## config.mk

```make
export PLATFORM = sky130hd
export DESIGN_NAME = polyphase_fir_rate_converter
export DESIGN_NICKNAME = d
export VERILOG_FILES = /design/src/design/pfrc_pkg.sv /design/src/design/pfrc_cfg.sv /design/src/design/pfrc_ctrl.sv /design/src/design/pfrc_dp.sv /design/src/design/polyphase_fir_rate_converter.sv
export VERILOG_INCLUDE_DIRS = /design/src /design/src/design
export SDC_FILE = /design/constraint.sdc
export NUM_CORES = 2
export LEC_CHECK = 0
export BUFFER_PORTS_ARGS = -buffer_cell sky130_fd_sc_hd__buf_2
export CAP_MARGIN = 5
export CORE_UTILIZATION = 45
export CTS_CLUSTER_DIAMETER = 40
export DETAILED_ROUTE_END_ITERATION = 10
export HOLD_SLACK_MARGIN = 0.05
export PLACE_DENSITY_LB_ADDON = 0.12
export REMOVE_ABC_BUFFERS = 1
export SYNTH_ARGS = -nofsm -noshare
export SYNTH_HDL_FRONTEND = slang
export SYNTH_SLANG_ARGS = --single-unit
export TNS_END_PERCENT = 30
```

## constraint.sdc

```tcl
create_clock -name clk -period 8.4 [get_ports clk]
set_input_delay 1.26 -clock clk [delete_from_list [all_inputs] [get_ports clk]]
set_output_delay 1.26 -clock clk [all_outputs]
set_load 0.02 [all_outputs]
```

## src/design/polyphase_fir_rate_converter_defines.svh

```systemverilog
// Assertion macros shared by the polyphase FIR rate converter RTL.
`ifndef POLYPHASE_FIR_RATE_CONVERTER_DEFINES_SVH
`define POLYPHASE_FIR_RATE_CONVERTER_DEFINES_SVH

// Same-cycle implication, sampled on clk and disabled while rst_n is low.
`define PFRC_ASSERT_IMP(label, ante, cons, msg) \
    label: assert property (@(posedge clk) disable iff (!rst_n) (ante) |-> (cons)) \
        else $error(msg);

// Next-cycle implication, sampled on clk and disabled while rst_n is low.
`define PFRC_ASSERT_NXT(label, ante, cons, msg) \
    label: assert property (@(posedge clk) disable iff (!rst_n) (ante) |=> (cons)) \
        else $error(msg);

`endif

```

## src/design/pfrc_pkg.sv

```systemverilog
// Package with the types, constants and codes of the polyphase FIR rate converter.
package pfrc_pkg;

    localparam int MAX_TAPS   = 16;
    localparam int ACC_BITS   = 40;

    localparam int SAMPLE_W   = 16;
    localparam int COEF_W     = 16;
    localparam int PROD_W     = SAMPLE_W + COEF_W;
    localparam int SCALED_W   = ACC_BITS + 2;
    localparam int FRAC_BITS  = 15;
    localparam int QUOT_W     = SCALED_W - FRAC_BITS;

    localparam int NCOEF      = 16;
    localparam int NWORDS     = 4;
    localparam int COEF_PER_W = NCOEF / NWORDS;
    localparam int COEF_IDX_W = $clog2(NCOEF);

    localparam int TAP_W      = $clog2(MAX_TAPS);
    localparam int CNT_W      = $clog2(MAX_TAPS) + 2;
    localparam int TAPCNT_W   = 5;

    localparam int CFG_IDX_W  = 3;
    localparam int CFG_DATA_W = 64;

    localparam logic [SAMPLE_W-1:0] SAMPLE_MAX = 16'h7FFF;
    localparam logic [SAMPLE_W-1:0] SAMPLE_MIN = 16'h8000;

    // Register indexes on the configuration port.
    localparam logic [CFG_IDX_W-1:0] REG_MODE  = 3'd0;
    localparam logic [CFG_IDX_W-1:0] REG_TAPS  = 3'd1;
    localparam logic [CFG_IDX_W-1:0] REG_COEF0 = 3'd2;
    localparam logic [CFG_IDX_W-1:0] REG_COEF1 = 3'd3;
    localparam logic [CFG_IDX_W-1:0] REG_COEF2 = 3'd4;
    localparam logic [CFG_IDX_W-1:0] REG_COEF3 = 3'd5;

    // Mode codes.
    localparam logic [2:0] MODE_FIR  = 3'd0;
    localparam logic [2:0] MODE_DEC2 = 3'd1;
    localparam logic [2:0] MODE_DEC3 = 3'd2;
    localparam logic [2:0] MODE_INT2 = 3'd3;
    localparam logic [2:0] MODE_INT3 = 3'd4;

    localparam logic [1:0] GAIN_ONE = 2'd1;
    localparam logic [1:0] GAIN_TWO = 2'd2;
    localparam logic [1:0] GAIN_THREE = 2'd3;

    typedef logic [NCOEF-1:0][COEF_W-1:0] pfrc_coefs_t;

    typedef struct packed {
        logic       decim;
        logic       interp;
        logic [1:0] factor;
    } pfrc_mode_t;

    typedef struct packed {
        logic                  shift;
        logic                  acc_clear;
        logic                  mac_en;
        logic                  scale;
        logic                  load_out;
        logic                  last;
        logic [COEF_IDX_W-1:0] coef_idx;
        logic [TAP_W-1:0]      age;
        logic [1:0]            gain;
    } pfrc_cmd_t;

    typedef struct packed {
        logic out_free;
    } pfrc_stat_t;

endpackage

```

## src/design/pfrc_cfg.sv

```systemverilog
// Configuration registers and mode decode of the polyphase FIR rate converter.
module pfrc_cfg
    import pfrc_pkg::*;
(
    input  logic                  clk,
    input  logic                  rst_n,
    input  logic                  cfg_we,
    input  logic [CFG_IDX_W-1:0]  cfg_index,
    input  logic [CFG_DATA_W-1:0] cfg_data,
    output pfrc_mode_t            mode,
    output logic                  mode_wr,
    output logic [CNT_W-1:0]      taps,
    output pfrc_coefs_t           coefs
);

    logic [2:0]            mode_reg;
    logic [TAPCNT_W-1:0]   tap_count_reg;
    logic [CFG_DATA_W-1:0] coef_word_reg [NWORDS];

    always_ff @(posedge clk or negedge rst_n)
    begin
        if (!rst_n)
        begin
            mode_reg      <= MODE_FIR;
            tap_count_reg <= TAPCNT_W'(15);
            for (int k = 0; k < NWORDS; k++)
            begin
                coef_word_reg[k] <= '0;
            end
        end
        else if (cfg_we)
        begin
            unique case (cfg_index)
                REG_MODE:  mode_reg         <= cfg_data[2:0];
                REG_TAPS:  tap_count_reg    <= cfg_data[TAPCNT_W-1:0];
                REG_COEF0: coef_word_reg[0] <= cfg_data;
                REG_COEF1: coef_word_reg[1] <= cfg_data;
                REG_COEF2: coef_word_reg[2] <= cfg_data;
                REG_COEF3: coef_word_reg[3] <= cfg_data;
                default:   ;
            endcase
        end
    end

    assign mode_wr = cfg_we && (cfg_index == REG_MODE);

    // A tap count of zero acts as one; counts above the line length saturate.
    always_comb
    begin
        if (tap_count_reg == '0)
        begin
            taps = CNT_W'(1);
        end
        else if (32'(tap_count_reg) > MAX_TAPS)
        begin
            taps = CNT_W'(MAX_TAPS);
        end
        else
        begin
            taps = CNT_W'(tap_count_reg);
        end
    end

    // Unused mode codes fall back to the plain filter.
    always_comb
    begin
        unique case (mode_reg)
            MODE_DEC2: mode = '{decim: 1'b1, interp: 1'b0, factor: 2'd2};
            MODE_DEC3: mode = '{decim: 1'b1, interp: 1'b0, factor: 2'd3};
            MODE_INT2: mode = '{decim: 1'b0, interp: 1'b1, factor: 2'd2};
            MODE_INT3: mode = '{decim: 1'b0, interp: 1'b1, factor: 2'd3};
            default:   mode = '{decim: 1'b0, interp: 1'b0, factor: 2'd1};
        endcase
    end

    always_comb
    begin
        for (int k = 0; k < NWORDS; k++)
        begin
            for (int j = 0; j < COEF_PER_W; j++)
            begin
                coefs[k*COEF_PER_W + j] = coef_word_reg[k][j*COEF_W +: COEF_W];
            end
        end
    end

endmodule

```

## src/design/pfrc_ctrl.sv

```systemverilog
// Controller state machine that sequences taps, phases and output transfers.
module pfrc_ctrl
    import pfrc_pkg::*;
(
    input  logic             clk,
    input  logic             rst_n,
    input  logic             in_valid,
    output logic             in_stall,
    input  pfrc_mode_t       mode,
    input  logic             mode_wr,
    input  logic [CNT_W-1:0] taps,
    input  pfrc_stat_t       stat,
    output pfrc_cmd_t        cmd
);

`include "polyphase_fir_rate_converter_defines.svh"

    typedef enum logic [2:0] {
        S_IDLE,
        S_MAC,
        S_DRAIN,
        S_SCALE,
        S_EMIT
    } state_t;

    state_t           state_reg, state_next;
    logic [CNT_W-1:0] c_reg, c_next;
    logic [TAP_W-1:0] a_reg, a_next;
    logic [1:0]       p_reg, p_next;
    logic [1:0]       phase_reg, phase_next;

    logic             start;
    logic [1:0]       start_p;
    logic [CNT_W-1:0] step;
    logic [2:0]       phase_sum;
    logic             last_phase;

    assign step       = mode.interp ? CNT_W'(mode.factor) : CNT_W'(1);
    assign phase_sum  = {1'b0, phase_reg} + 3'd1;
    assign last_phase = !mode.interp || (p_reg == (mode.factor - 2'd1));
    assign in_stall   = (state_reg != S_IDLE);

    always_comb
    begin
        state_next = state_reg;
        c_next     = c_reg;
        a_next     = a_reg;
        p_next     = p_reg;
        phase_next = phase_reg;
        start      = 1'b0;
        start_p    = 2'd0;
        cmd        = '0;
        cmd.coef_idx = c_reg[COEF_IDX_W-1:0];
        cmd.age      = a_reg;
        cmd.gain     = mode.interp ? mode.factor : GAIN_ONE;

        unique case (state_reg)
            S_IDLE:
            begin
                if (in_valid)
                begin
                    cmd.shift = 1'b1;
                    if (mode.decim)
                    begin
                        start      = (phase_reg == 2'd0);
                        phase_next = (phase_sum >= {1'b0, mode.factor}) ? 2'd0 : phase_sum[1:0];
                    end
                    else
                    begin
                        start = 1'b1;
                    end
                end
            end
            S_MAC:
            begin
                cmd.mac_en = 1'b1;
                if ((c_reg + step) >= taps)
                begin
                    state_next = S_DRAIN;
                end
                else
                begin
                    c_next = c_reg + step;
                    a_next = mode.interp ? a_reg + 1'b1 : a_reg - 1'b1;
                end
            end
            S_DRAIN:
            begin
                state_next = S_SCALE;
            end
            S_SCALE:
            begin
                cmd.scale  = 1'b1;
                state_next = S_EMIT;
            end
            S_EMIT:
            begin
                if (stat.out_free)
                begin
                    cmd.load_out = 1'b1;
                    cmd.last     = last_phase;
                    if (last_phase)
                    begin
                        state_next = S_IDLE;
                    end
                    else
                    begin
                        start   = 1'b1;
                        start_p = p_reg + 2'd1;
                    end
                end
            end
            default:
            begin
                state_next = S_IDLE;
            end
        endcase

        // Phase p of an interpolator starts at coefficient p and the newest sample;
        // the plain filter starts at coefficient 0 and the oldest sample in use.
        if (start)
        begin
            cmd.acc_clear = 1'b1;
            p_next        = start_p;
            c_next        = mode.interp ? CNT_W'(start_p) : '0;
            a_next        = mode.interp ? '0 : TAP_W'(taps - CNT_W'(1));
            state_next    = (c_next >= taps) ? S_DRAIN : S_MAC;
        end

        if (mode_wr)
        begin
            phase_next = 2'd0;
        end
    end

    always_ff @(posedge clk or negedge rst_n)
    begin
        if (!rst_n)
        begin
            state_reg <= S_IDLE;
            c_reg     <= '0;
            a_reg     <= '0;
            p_reg     <= 2'd0;
            phase_reg <= 2'd0;
        end
        else
        begin
            state_reg <= state_next;
            c_reg     <= c_next;
            a_reg     <= a_next;
            p_reg     <= p_next;
            phase_reg <= phase_next;
        end
    end

    `PFRC_ASSERT_IMP(a_mac_in_range, state_reg == S_MAC, c_reg < taps,
        "tap counter beyond tap count")
    `PFRC_ASSERT_IMP(a_phase_legal, 1'b1, phase_reg != 2'd3,
        "decimation phase out of range")
    `PFRC_ASSERT_NXT(a_emit_holds, (state_reg == S_EMIT) && !stat.out_free,
        (state_reg == S_EMIT) && $stable(p_reg), "emit state left while output busy")

endmodule

```

## src/design/pfrc_dp.sv

```systemverilog
// Datapath with delay line, multiply-accumulate, scaling, saturation and output register.
module pfrc_dp
    import pfrc_pkg::*;
(
    input  logic                clk,
    input  logic                rst_n,
    input  logic [SAMPLE_W-1:0] sample_in,
    input  pfrc_cmd_t           cmd,
    input  pfrc_coefs_t         coefs,
    input  logic                out_stall,
    output pfrc_stat_t          stat,
    output logic                out_valid,
    output logic [SAMPLE_W-1:0] sample_out,
    output logic                last_of_run
);

`include "polyphase_fir_rate_converter_defines.svh"

    logic signed [SAMPLE_W-1:0] dl_reg [MAX_TAPS];
    logic signed [PROD_W-1:0]   prod_reg, prod_next;
    logic                       prod_vld_reg;
    logic signed [ACC_BITS-1:0] acc_reg;
    logic signed [SCALED_W-1:0] scaled_reg, scaled_next;
    logic signed [SCALED_W-1:0] acc_ext;
    logic signed [QUOT_W-1:0]   quot;
    logic [SAMPLE_W-1:0]        sat_next;
    logic                       out_valid_reg;
    logic [SAMPLE_W-1:0]        sample_out_reg;
    logic                       last_reg;

    always_ff @(posedge clk or negedge rst_n)
    begin
        if (!rst_n)
        begin
            for (int i = 0; i < MAX_TAPS; i++)
            begin
                dl_reg[i] <= '0;
            end
        end
        else if (cmd.shift)
        begin
            dl_reg[0] <= sample_in;
            for (int i = 1; i < MAX_TAPS; i++)
            begin
                dl_reg[i] <= dl_reg[i-1];
            end
        end
    end

    assign prod_next = $signed(coefs[cmd.coef_idx]) * dl_reg[cmd.age];

    // The product is registered and added in the following cycle; the sum wraps at ACC_BITS.
    always_ff @(posedge clk or negedge rst_n)
    begin
        if (!rst_n)
        begin
            prod_vld_reg <= 1'b0;
            acc_reg      <= '0;
        end
        else
        begin
            prod_vld_reg <= cmd.mac_en;
            if (cmd.acc_clear)
            begin
                acc_reg <= '0;
            end
            else if (prod_vld_reg)
            begin
                acc_reg <= acc_reg + ACC_BITS'(prod_reg);
            end
        end
    end

    always_ff @(posedge clk)
    begin
        prod_reg <= prod_next;
        if (cmd.scale)
        begin
            scaled_reg <= scaled_next;
        end
    end

    assign acc_ext = SCALED_W'(acc_reg);

    always_comb
    begin
        unique case (cmd.gain)
            GAIN_TWO:   scaled_next = acc_ext <<< 1;
            GAIN_THREE: scaled_next = acc_ext + (acc_ext <<< 1);
            default:    scaled_next = acc_ext;
        endcase
    end

    // Arithmetic shift rounds toward minus infinity; then clamp to 16 bits.
    assign quot = QUOT_W'(scaled_reg >>> FRAC_BITS);

    always_comb
    begin
        if ((&quot[QUOT_W-1:SAMPLE_W-1]) || !(|quot[QUOT_W-1:SAMPLE_W-1]))
        begin
            sat_next = quot[SAMPLE_W-1:0];
        end
        else if (quot[QUOT_W-1])
        begin
            sat_next = SAMPLE_MIN;
        end
        else
        begin
            sat_next = SAMPLE_MAX;
        end
    end

    always_ff @(posedge clk or negedge rst_n)
    begin
        if (!rst_n)
        begin
            out_valid_reg <= 1'b0;
        end
        else if (cmd.load_out)
        begin
            out_valid_reg <= 1'b1;
        end
        else if (!out_stall)
        begin
            out_valid_reg <= 1'b0;
        end
    end

    always_ff @(posedge clk)
    begin
        if (cmd.load_out)
        begin
            sample_out_reg <= sat_next;
            last_reg       <= cmd.last;
        end
    end

    assign stat.out_free = !out_valid_reg || !out_stall;
    assign out_valid     = out_valid_reg;
    assign sample_out    = sample_out_reg;
    assign last_of_run   = last_reg;

    `PFRC_ASSERT_IMP(a_load_when_free, cmd.load_out, !out_valid_reg || !out_stall,
        "output register overwritten while a transfer is pending")

endmodule

```

## src/design/polyphase_fir_rate_converter.sv

```systemverilog
// Top level of the polyphase FIR rate converter: configuration, controller and datapath.
//
// Input channel: in_valid, in_stall and sample_in; a transfer happens at a clock edge
// with in_valid high and in_stall low. The block takes one sample at a time and keeps
// in_stall high from the transfer until all of that sample's results are loaded.
// Output channel: out_valid, out_stall, sample_out and last_of_run, driven from an
// output register; last_of_run marks the final result of one input sample.
// One shared 16x16 multiplier handles one tap per cycle, followed by a product
// register, so a phase runs through its taps, a drain step, a scale step and a load step.
// Plain and decimating modes: the block takes no new sample until the result of the
// last one is loaded, and a dropped decimation sample starts no run. Interpolation
// by L over T taps: phase p covers ceil((T - p) / L) taps; phases run back to back.
// When out_stall holds a result, the finished phase waits in its load step and the
// next phase starts only once that result is loaded; in_stall stays high meanwhile.
// Reset clears the delay line, decimation phase, controller state and configuration
// registers (mode 0, 15 taps, zero coefficients). Configuration writes through cfg_we,
// cfg_index and cfg_data take effect at once and are meant for idle periods; writing
// mode restarts the decimation phase.
module polyphase_fir_rate_converter
    import pfrc_pkg::*;
(
    input  logic                  clk,
    input  logic                  rst_n,
    input  logic                  cfg_we,
    input  logic [CFG_IDX_W-1:0]  cfg_index,
    input  logic [CFG_DATA_W-1:0] cfg_data,
    input  logic                  in_valid,
    output logic                  in_stall,
    input  logic [SAMPLE_W-1:0]   sample_in,
    output logic                  out_valid,
    input  logic                  out_stall,
    output logic [SAMPLE_W-1:0]   sample_out,
    output logic                  last_of_run
);

    pfrc_mode_t       mode;
    logic             mode_wr;
    logic [CNT_W-1:0] taps;
    pfrc_coefs_t      coefs;
    pfrc_cmd_t        cmd;
    pfrc_stat_t       stat;

    // Register file; the user must change it only between samples, which the block does not enforce.
    pfrc_cfg u_cfg (
        .clk       (clk),
        .rst_n     (rst_n),
        .cfg_we    (cfg_we),
        .cfg_index (cfg_index),
        .cfg_data  (cfg_data),
        .mode      (mode),
        .mode_wr   (mode_wr),
        .taps      (taps),
        .coefs     (coefs)
    );

    // Sequencer for taps and phases.
    pfrc_ctrl u_ctrl (
        .clk      (clk),
        .rst_n    (rst_n),
        .in_valid (in_valid),
        .in_stall (in_stall),
        .mode     (mode),
        .mode_wr  (mode_wr),
        .taps     (taps),
        .stat     (stat),
        .cmd      (cmd)
    );

    // Delay line, accumulator and output register.
    pfrc_dp u_dp (
        .clk         (clk),
        .rst_n       (rst_n),
        .sample_in   (sample_in),
        .cmd         (cmd),
        .coefs       (coefs),
        .out_stall   (out_stall),
        .stat        (stat),
        .out_valid   (out_valid),
        .sample_out  (sample_out),
        .last_of_run (last_of_run)
    );

endmodule

```

Word level (Yosys, flattened, before mapping)
Cells that the tools add are included.
{ "word_totals": {"elab_cells": 155, "regBits": 670, "output_inout_bits": 19, "inputBits": 88} }
{ "op_classes": {"eq_ne": 22, "muxes": 52, "n_reduce_logical": 30, "mul": 1, "magnitude_cmp": 6, "addsub": 9, "n_bitwise": 1} }
{ "ops": {"columns": ["cell", "n"], "rows": [
  ["16-bit binary-select mux with 4-bit select", 2],
  ["42-bit case mux with 2 select lines", 1],
  ["16-bit two-way mux", 5],
  ["40-bit two-way mux", 2],
  ["40-bit by 41-bit adder with 42-bit output", 1],
  ["40-bit by 32-bit adder with 40-bit output", 1],
  ["16-bit by 16-bit multiplier with 32-bit output", 1],
  ["2-bit two-way mux", 14],
  ["4-bit two-way mux", 5],
  ["3-bit by 2-bit equality test with 1-bit output, second input constant", 6],
  ["6-bit two-way mux", 3],
  ["4-bit case mux with 4 select lines", 1],
  ["2-bit AND reduction", 8],
  ["3-bit case mux with 5 select lines", 1],
  ["3-bit equality test, second input constant", 4],
  ["3-bit two-way mux", 4],
  ["12-bit AND reduction", 1],
  ["12-bit OR reduction", 1],
  ["1-bit two-way mux", 11],
  ["5-bit two-way mux", 2],
  ["2-bit nonzero test", 5],
  ["3-bit by 1-bit equality test with 1-bit output, second input constant", 3],
  ["4-bit by 1-bit subtractor with 4-bit output, second input constant", 2],
  ["6-bit adder", 1],
  ["26 further kinds", 36]
]} }

Logic depth before layout (Yosys ltp)
{ "logic_depth": {"word_depth": 12, "mapped_depth": 31, "mapped_depth_nobuf": 27} }

Modules after synthesis
Synthesis repeated with hierarchy kept, for this count alone.
{ "hier_totals": {"cells_unflattened": 3508, "hier_area_um2": 42960.0} }
{ "by_module_without_submodules": {"columns": ["mod", "seq_area_each_um2", "n_inst", "cells_per_inst", "area_per_inst_um2"], "rows": [
  ["pfrc_dp", 9419.0, 1, 2770, 31509.0],
  ["pfrc_cfg", 6611.3, 1, 578, 9970.8],
  ["pfrc_ctrl", 425.4, 1, 160, 1480.2]
]} }

Least setup slack after synthesis
Ideal clock, no wire load.
{ "synth_timing": {"path_type": "reg-to-reg", "startpoint": "register u_ctrl.c_reg[0]", "endpoint": "register u_dp.prod_reg[29]", "path_buffers": 3, "setup_ns": 0.123, "arrival_time_ns": 7.685, "synth_period_minus_slack_ns": 7.807, "path_stages_with_launch": 28, "required_time_ns": 8.277, "setup_slack_ns": 0.593, "cell_sequence": "dfrtp_1 > buf_2 > buf_4 > buf_2 > mux4_2 > mux2_2 > o21ai_1 > nor2_1 > fa_1 > inv_1 > fa_1 > fa_1 > inv_1 > fa_1 > fa_1 > inv_1 > fa_1 > inv_1 > ha_1 > a21o_1 > a211o_1 > o32ai_1 > a211oi_1 > o21a_1 > o211a_1 > nor2_1 > o31ai_1 > xnor2_1"} }
{ "synth_between": {"elab_chain_cells": 3} }
{ "synth_lines": {"columns": ["item", "line_no", "text"], "rows": [
  ["start: declaration", "pfrc_ctrl.sv:27", "logic [CNT_W-1:0] c_reg, c_next;"],
  ["start signal: assignment", "pfrc_ctrl.sv:149", "c_reg <= c_next;"],
  ["16-bit binary-select mux with 4-bit select", "pfrc_dp.sv:50", "assign prod_next = $signed(coefs[cmd.coef_idx]) * dl_reg[cmd.age];"],
  ["16-bit two-way mux (implied by the code)", "pfrc_dp.sv:50", null],
  ["16-bit by 16-bit multiplier with 32-bit output", "pfrc_dp.sv:50", null],
  ["via u_dp.prod_next[29]", "pfrc_dp.sv:20", "logic signed [PROD_W-1:0] prod_reg, prod_next;"],
  ["end signal: assignment", "pfrc_dp.sv:76", "prod_reg <= prod_next;"],
  ["end: declaration", "pfrc_dp.sv:20", null]
]} }
The timed path passes the listed nets, and every way through them passes these cells. The select of a mux whose other input is x is not followed.
A chain may end at the register's enable or synchronous reset.

Final worst setup path
Ends and elaborated chain as after synthesis.

==> results by group <==
Outcome
  • Status: finished clean

Die
  • Overall die area: 94700 sq um
  • Die Wd: 308 um
  • Initial Util: 45.7%
  • Site Rows: 111
  • CORE AREA: 92100 sq um
  • Chip height: 308 um
  • # IOs: 107

Timing
  • Final critical-path share of the clock period: 93.9%
  • Setup violations, final: 0
  • Skew final: 0.0320 ns
  • Worst slew pin tran: 1.13 ns
  • Final hold slack: 0.470 ns
  • Min Tclk post-route: 7.89 ns
  • Slack of the critical path: 0.512 ns
  • Max-Slew Margin vs Limit: 24.1%
  • Max-slew violations: 0
  • RSZ-0062 raised after global routing: false
  • Fmax: 0.127 GHz
  • Final hold vios: 0
  • Setup TNS: 0 ns

Worst setup path
  • CP Class: flop to flop
  • Crit path largest cell delay: 0.64 ns
  • Crit path capture type: flop
  • Crit path top cell by count: fa_1
  • Worst path cell trace: buf_12 -> mux4_2 -> mux4_2 -> nor2b_1 -> fa_1 -> inv_1 -> fa_1 -> fa_1 -> inv_1 -> fa_1 -> fa_1 -> inv_1 -> fa_1 -> inv_1 -> ha_1 -> a21o_1 -> a211o_1 -> o32ai_1 -> a211oi_1 -> o21a_1 -> o211a_1 -> nor2_1 -> o31ai_1 -> xnor2_1
  • Critical path startpoint category: flop
  • Reg2reg setup slack: 0.51 ns
  • Worst Path Required: 8.94 ns
  • Reg2Reg Launch Point: u_ctrl.c_reg[0]
  • Peak fanout along the critical path: 29
  • Worst path arrival time: 8.43 ns
  • CP max stage cell: mux4_2
  • Crit path from: u_ctrl.c_reg[0]

Global routing
  • Antenna violations before repair: 9
  • Global Route Usage Sum: 21.1%
  • Grt ovf: 0
  • Vias in the first global route: 29.5k
  • First-pass GRT wire length: 161 mm
  • Largest net degree at the start of global routing: 147

Synth
  • Top-count cell post-synth: nand2_1
  • Largest family of logic cells by synthesized area: adder cells
  • Synth Area in Simple Gates: 13.7%
  • Compound-Gate Fraction of Synth Area: 6.47%
  • Synth top area share: 34.2%
  • Synth area leader: dfrtp_1
  • Mux contribution to synthesized area: 16.2%
  • Adder and majority cell fraction of the synthesized area: 17.8%
  • Synthesized netlist cell count: 3980
  • Cell variety after synth: 81
  • Post-synth EDFFs: 44
  • Xor/xnor share of the synthesized area: 1.85%
  • Seq cells post-synth: 655
  • Synth Warn #: 0
  • Register area share after synthesis: 39.1%
  • Top cells by count, synth: nand2_1 (948), dfrtp_1 (575), inv_1 (338)
  • Synthesized area: 42100 sq um
  • Syn Area/Cell: 10.6 sq um
  • Async SR Flop Fraction: 88.4%
  • Top post-synthesis cells by area: dfrtp_1 (34%), fa_1 (13%), nand2_1 (8.5%), mux2_2 (7.6%), mux4_2 (7.4%)
  • Top FF cell, synth: dfrtp_1

Clock network
  • CTS Buffer Depth: 3
  • Htree depth: 3
  • Clk pin slew, worst setup/hold paths: 0.06 ns
  • Clock Latency Late Sink: 0.67 ns
  • Hold bufs inserted after CTS: 0
  • Root Driver: clkbuf_16
  • CTS sink cnt: 655
  • Inserted Clock Buffers: 105
  • CTS tree: done

Cells and area
  • Storage cell area: 16500 sq um
  • Share of cells above drive strength 1: 20.2%
  • Layout area overhead: 14.2%
  • FILL cells: 8121
  • Final #Nets: 4612
  • Area of the multi-input gates: 23600 sq um
  • Core Util, Final: 52.2%

Place
  • Pre-CTS WS: 0.415 ns
  • Final Wtd Congestion: 0.882
  • IO Port Bufs: 106
  • HPWL Detailed: 67.8 mm

Run
  • Max-Cap Viols: 0

Route
  • ANT nets after route: 0
  • Vias per inst: 5.26
  • Drt total wl: 96.0 mm
  • Iteration-0 DRC Markers: 1729
  • Vias post-DR: 28.5k
  • Post-route DRC: 0
  • First-pass DRT Iterations: 5
  • Per-cell routed wire length: 17.7 um

Min path
  • Hold Startpoint: u_dp.dl_reg[5]
  • Hold Crit Class: flop to flop
## cells by family (layout without fill, tap and decap cells)
group           after synthesis  in the layout
simple gates               1383           1383
buf+inv                     530            722
mux                         469            469
other cells                   0              2
compound gates              414            414
xor+xnor                     89             89
fa+ha+maj                   440            440
flops                       655            655
## worst paths after layout
kind	to	depth (start not counted)
max	u_dp.prod_reg[29]	24
min	u_dp.dl_reg[5]	2
max reg2reg	u_dp.prod_reg[29]	24
min reg2reg	u_dp.dl_reg[5]	2
max in group asynchronous	u_dp.dl_reg[4]	3
min in group asynchronous	u_dp.dl_reg[236]	1
## routing by layer
metal  global-route usage (%)  wire length, um
met3                     4.16             4870
met1                     29.9            45300
met5                        0               93
met2                     32.8            43400
met4                     6.40             2360
## repair_timing
item | 4_1_cts | 5_1_grt
endpoints found under the setup margin | 0 | 3
endpoints found under the hold margin | 0 | 0
buffers inserted | 0 | 7
gates resized for setup | 0 | 2
## per-stage QoR
stage / cell area, sq um / std cells
final: 48000 / 5417
after CTS: 47900 / 5407
after global routing: 48000 / 5415
after floorplan: 41300 / 3789
after global placement: 44200 / 5212
after detailed placement: 44200 / 5212
## critical path: cells and delay by family (launching register included)
family / cells / cell delay (ns)
buffers and inverters: 5 / 0.50
and+or+nand+nor: 2 / 0.41
muxes: 2 / 1.17
DFF: 1 / 0.54
xor gates and xnor gates: 1 / 0.14
adders and majority gates: 7 / 3.47
AOI/OAI and AO/OA: 7 / 1.52
## cell usage in the layout, fill, tap and decap left out, types with 13 or more instances in the layout
cell type  Yosys  layout
nor2b_1       38      38
dfrtp_1      575     568
or2_2         13      13
nand2b_1      41      41
a21oi_1       88      87
clkbuf_8       0      15
o21bai_1      14      14
a22oi_1       24      24
fa_1         266     266
mux2_2       284     284
mux4_2       139     139
o21ai_1       15      24
a21o_1        50      50
bufinv_16      0      13
edfxtp_1      44      44
and2_1        16      15
a211oi_1      15      15
o21ai_0       92      82
nand4_1       16      16
nor3_1        34      33
buf_4          3      67
xor2_1        25      25
clkbuf_16      0     109
mux2i_1       45      45
nand2_1      948     947
buf_2         22     105
dfxtp_1       32      32
clkbuf_1     148      13
nor2_1       196     195
nand3_1       30      30
ha_1         174     174
xnor2_1       64      64
inv_1        338     338
o21a_1        25      25
## final cells by class
cell class                      instances  area share (%)
Tap cell                             1243            3.24
Clock buffer                          136            6.16
Clock inverter                         59            1.67
Timing Repair Buffer                  188            2.81
Inverter                              339            2.65
Antenna cell                            2          0.0104
Multi-Input combinational cell       2795            49.2
Sequential cell                       655            34.3
Power is left out: the tool's default activity adds up to more than one toggle a clock period on the data nets, which glitch-free logic cannot reach.
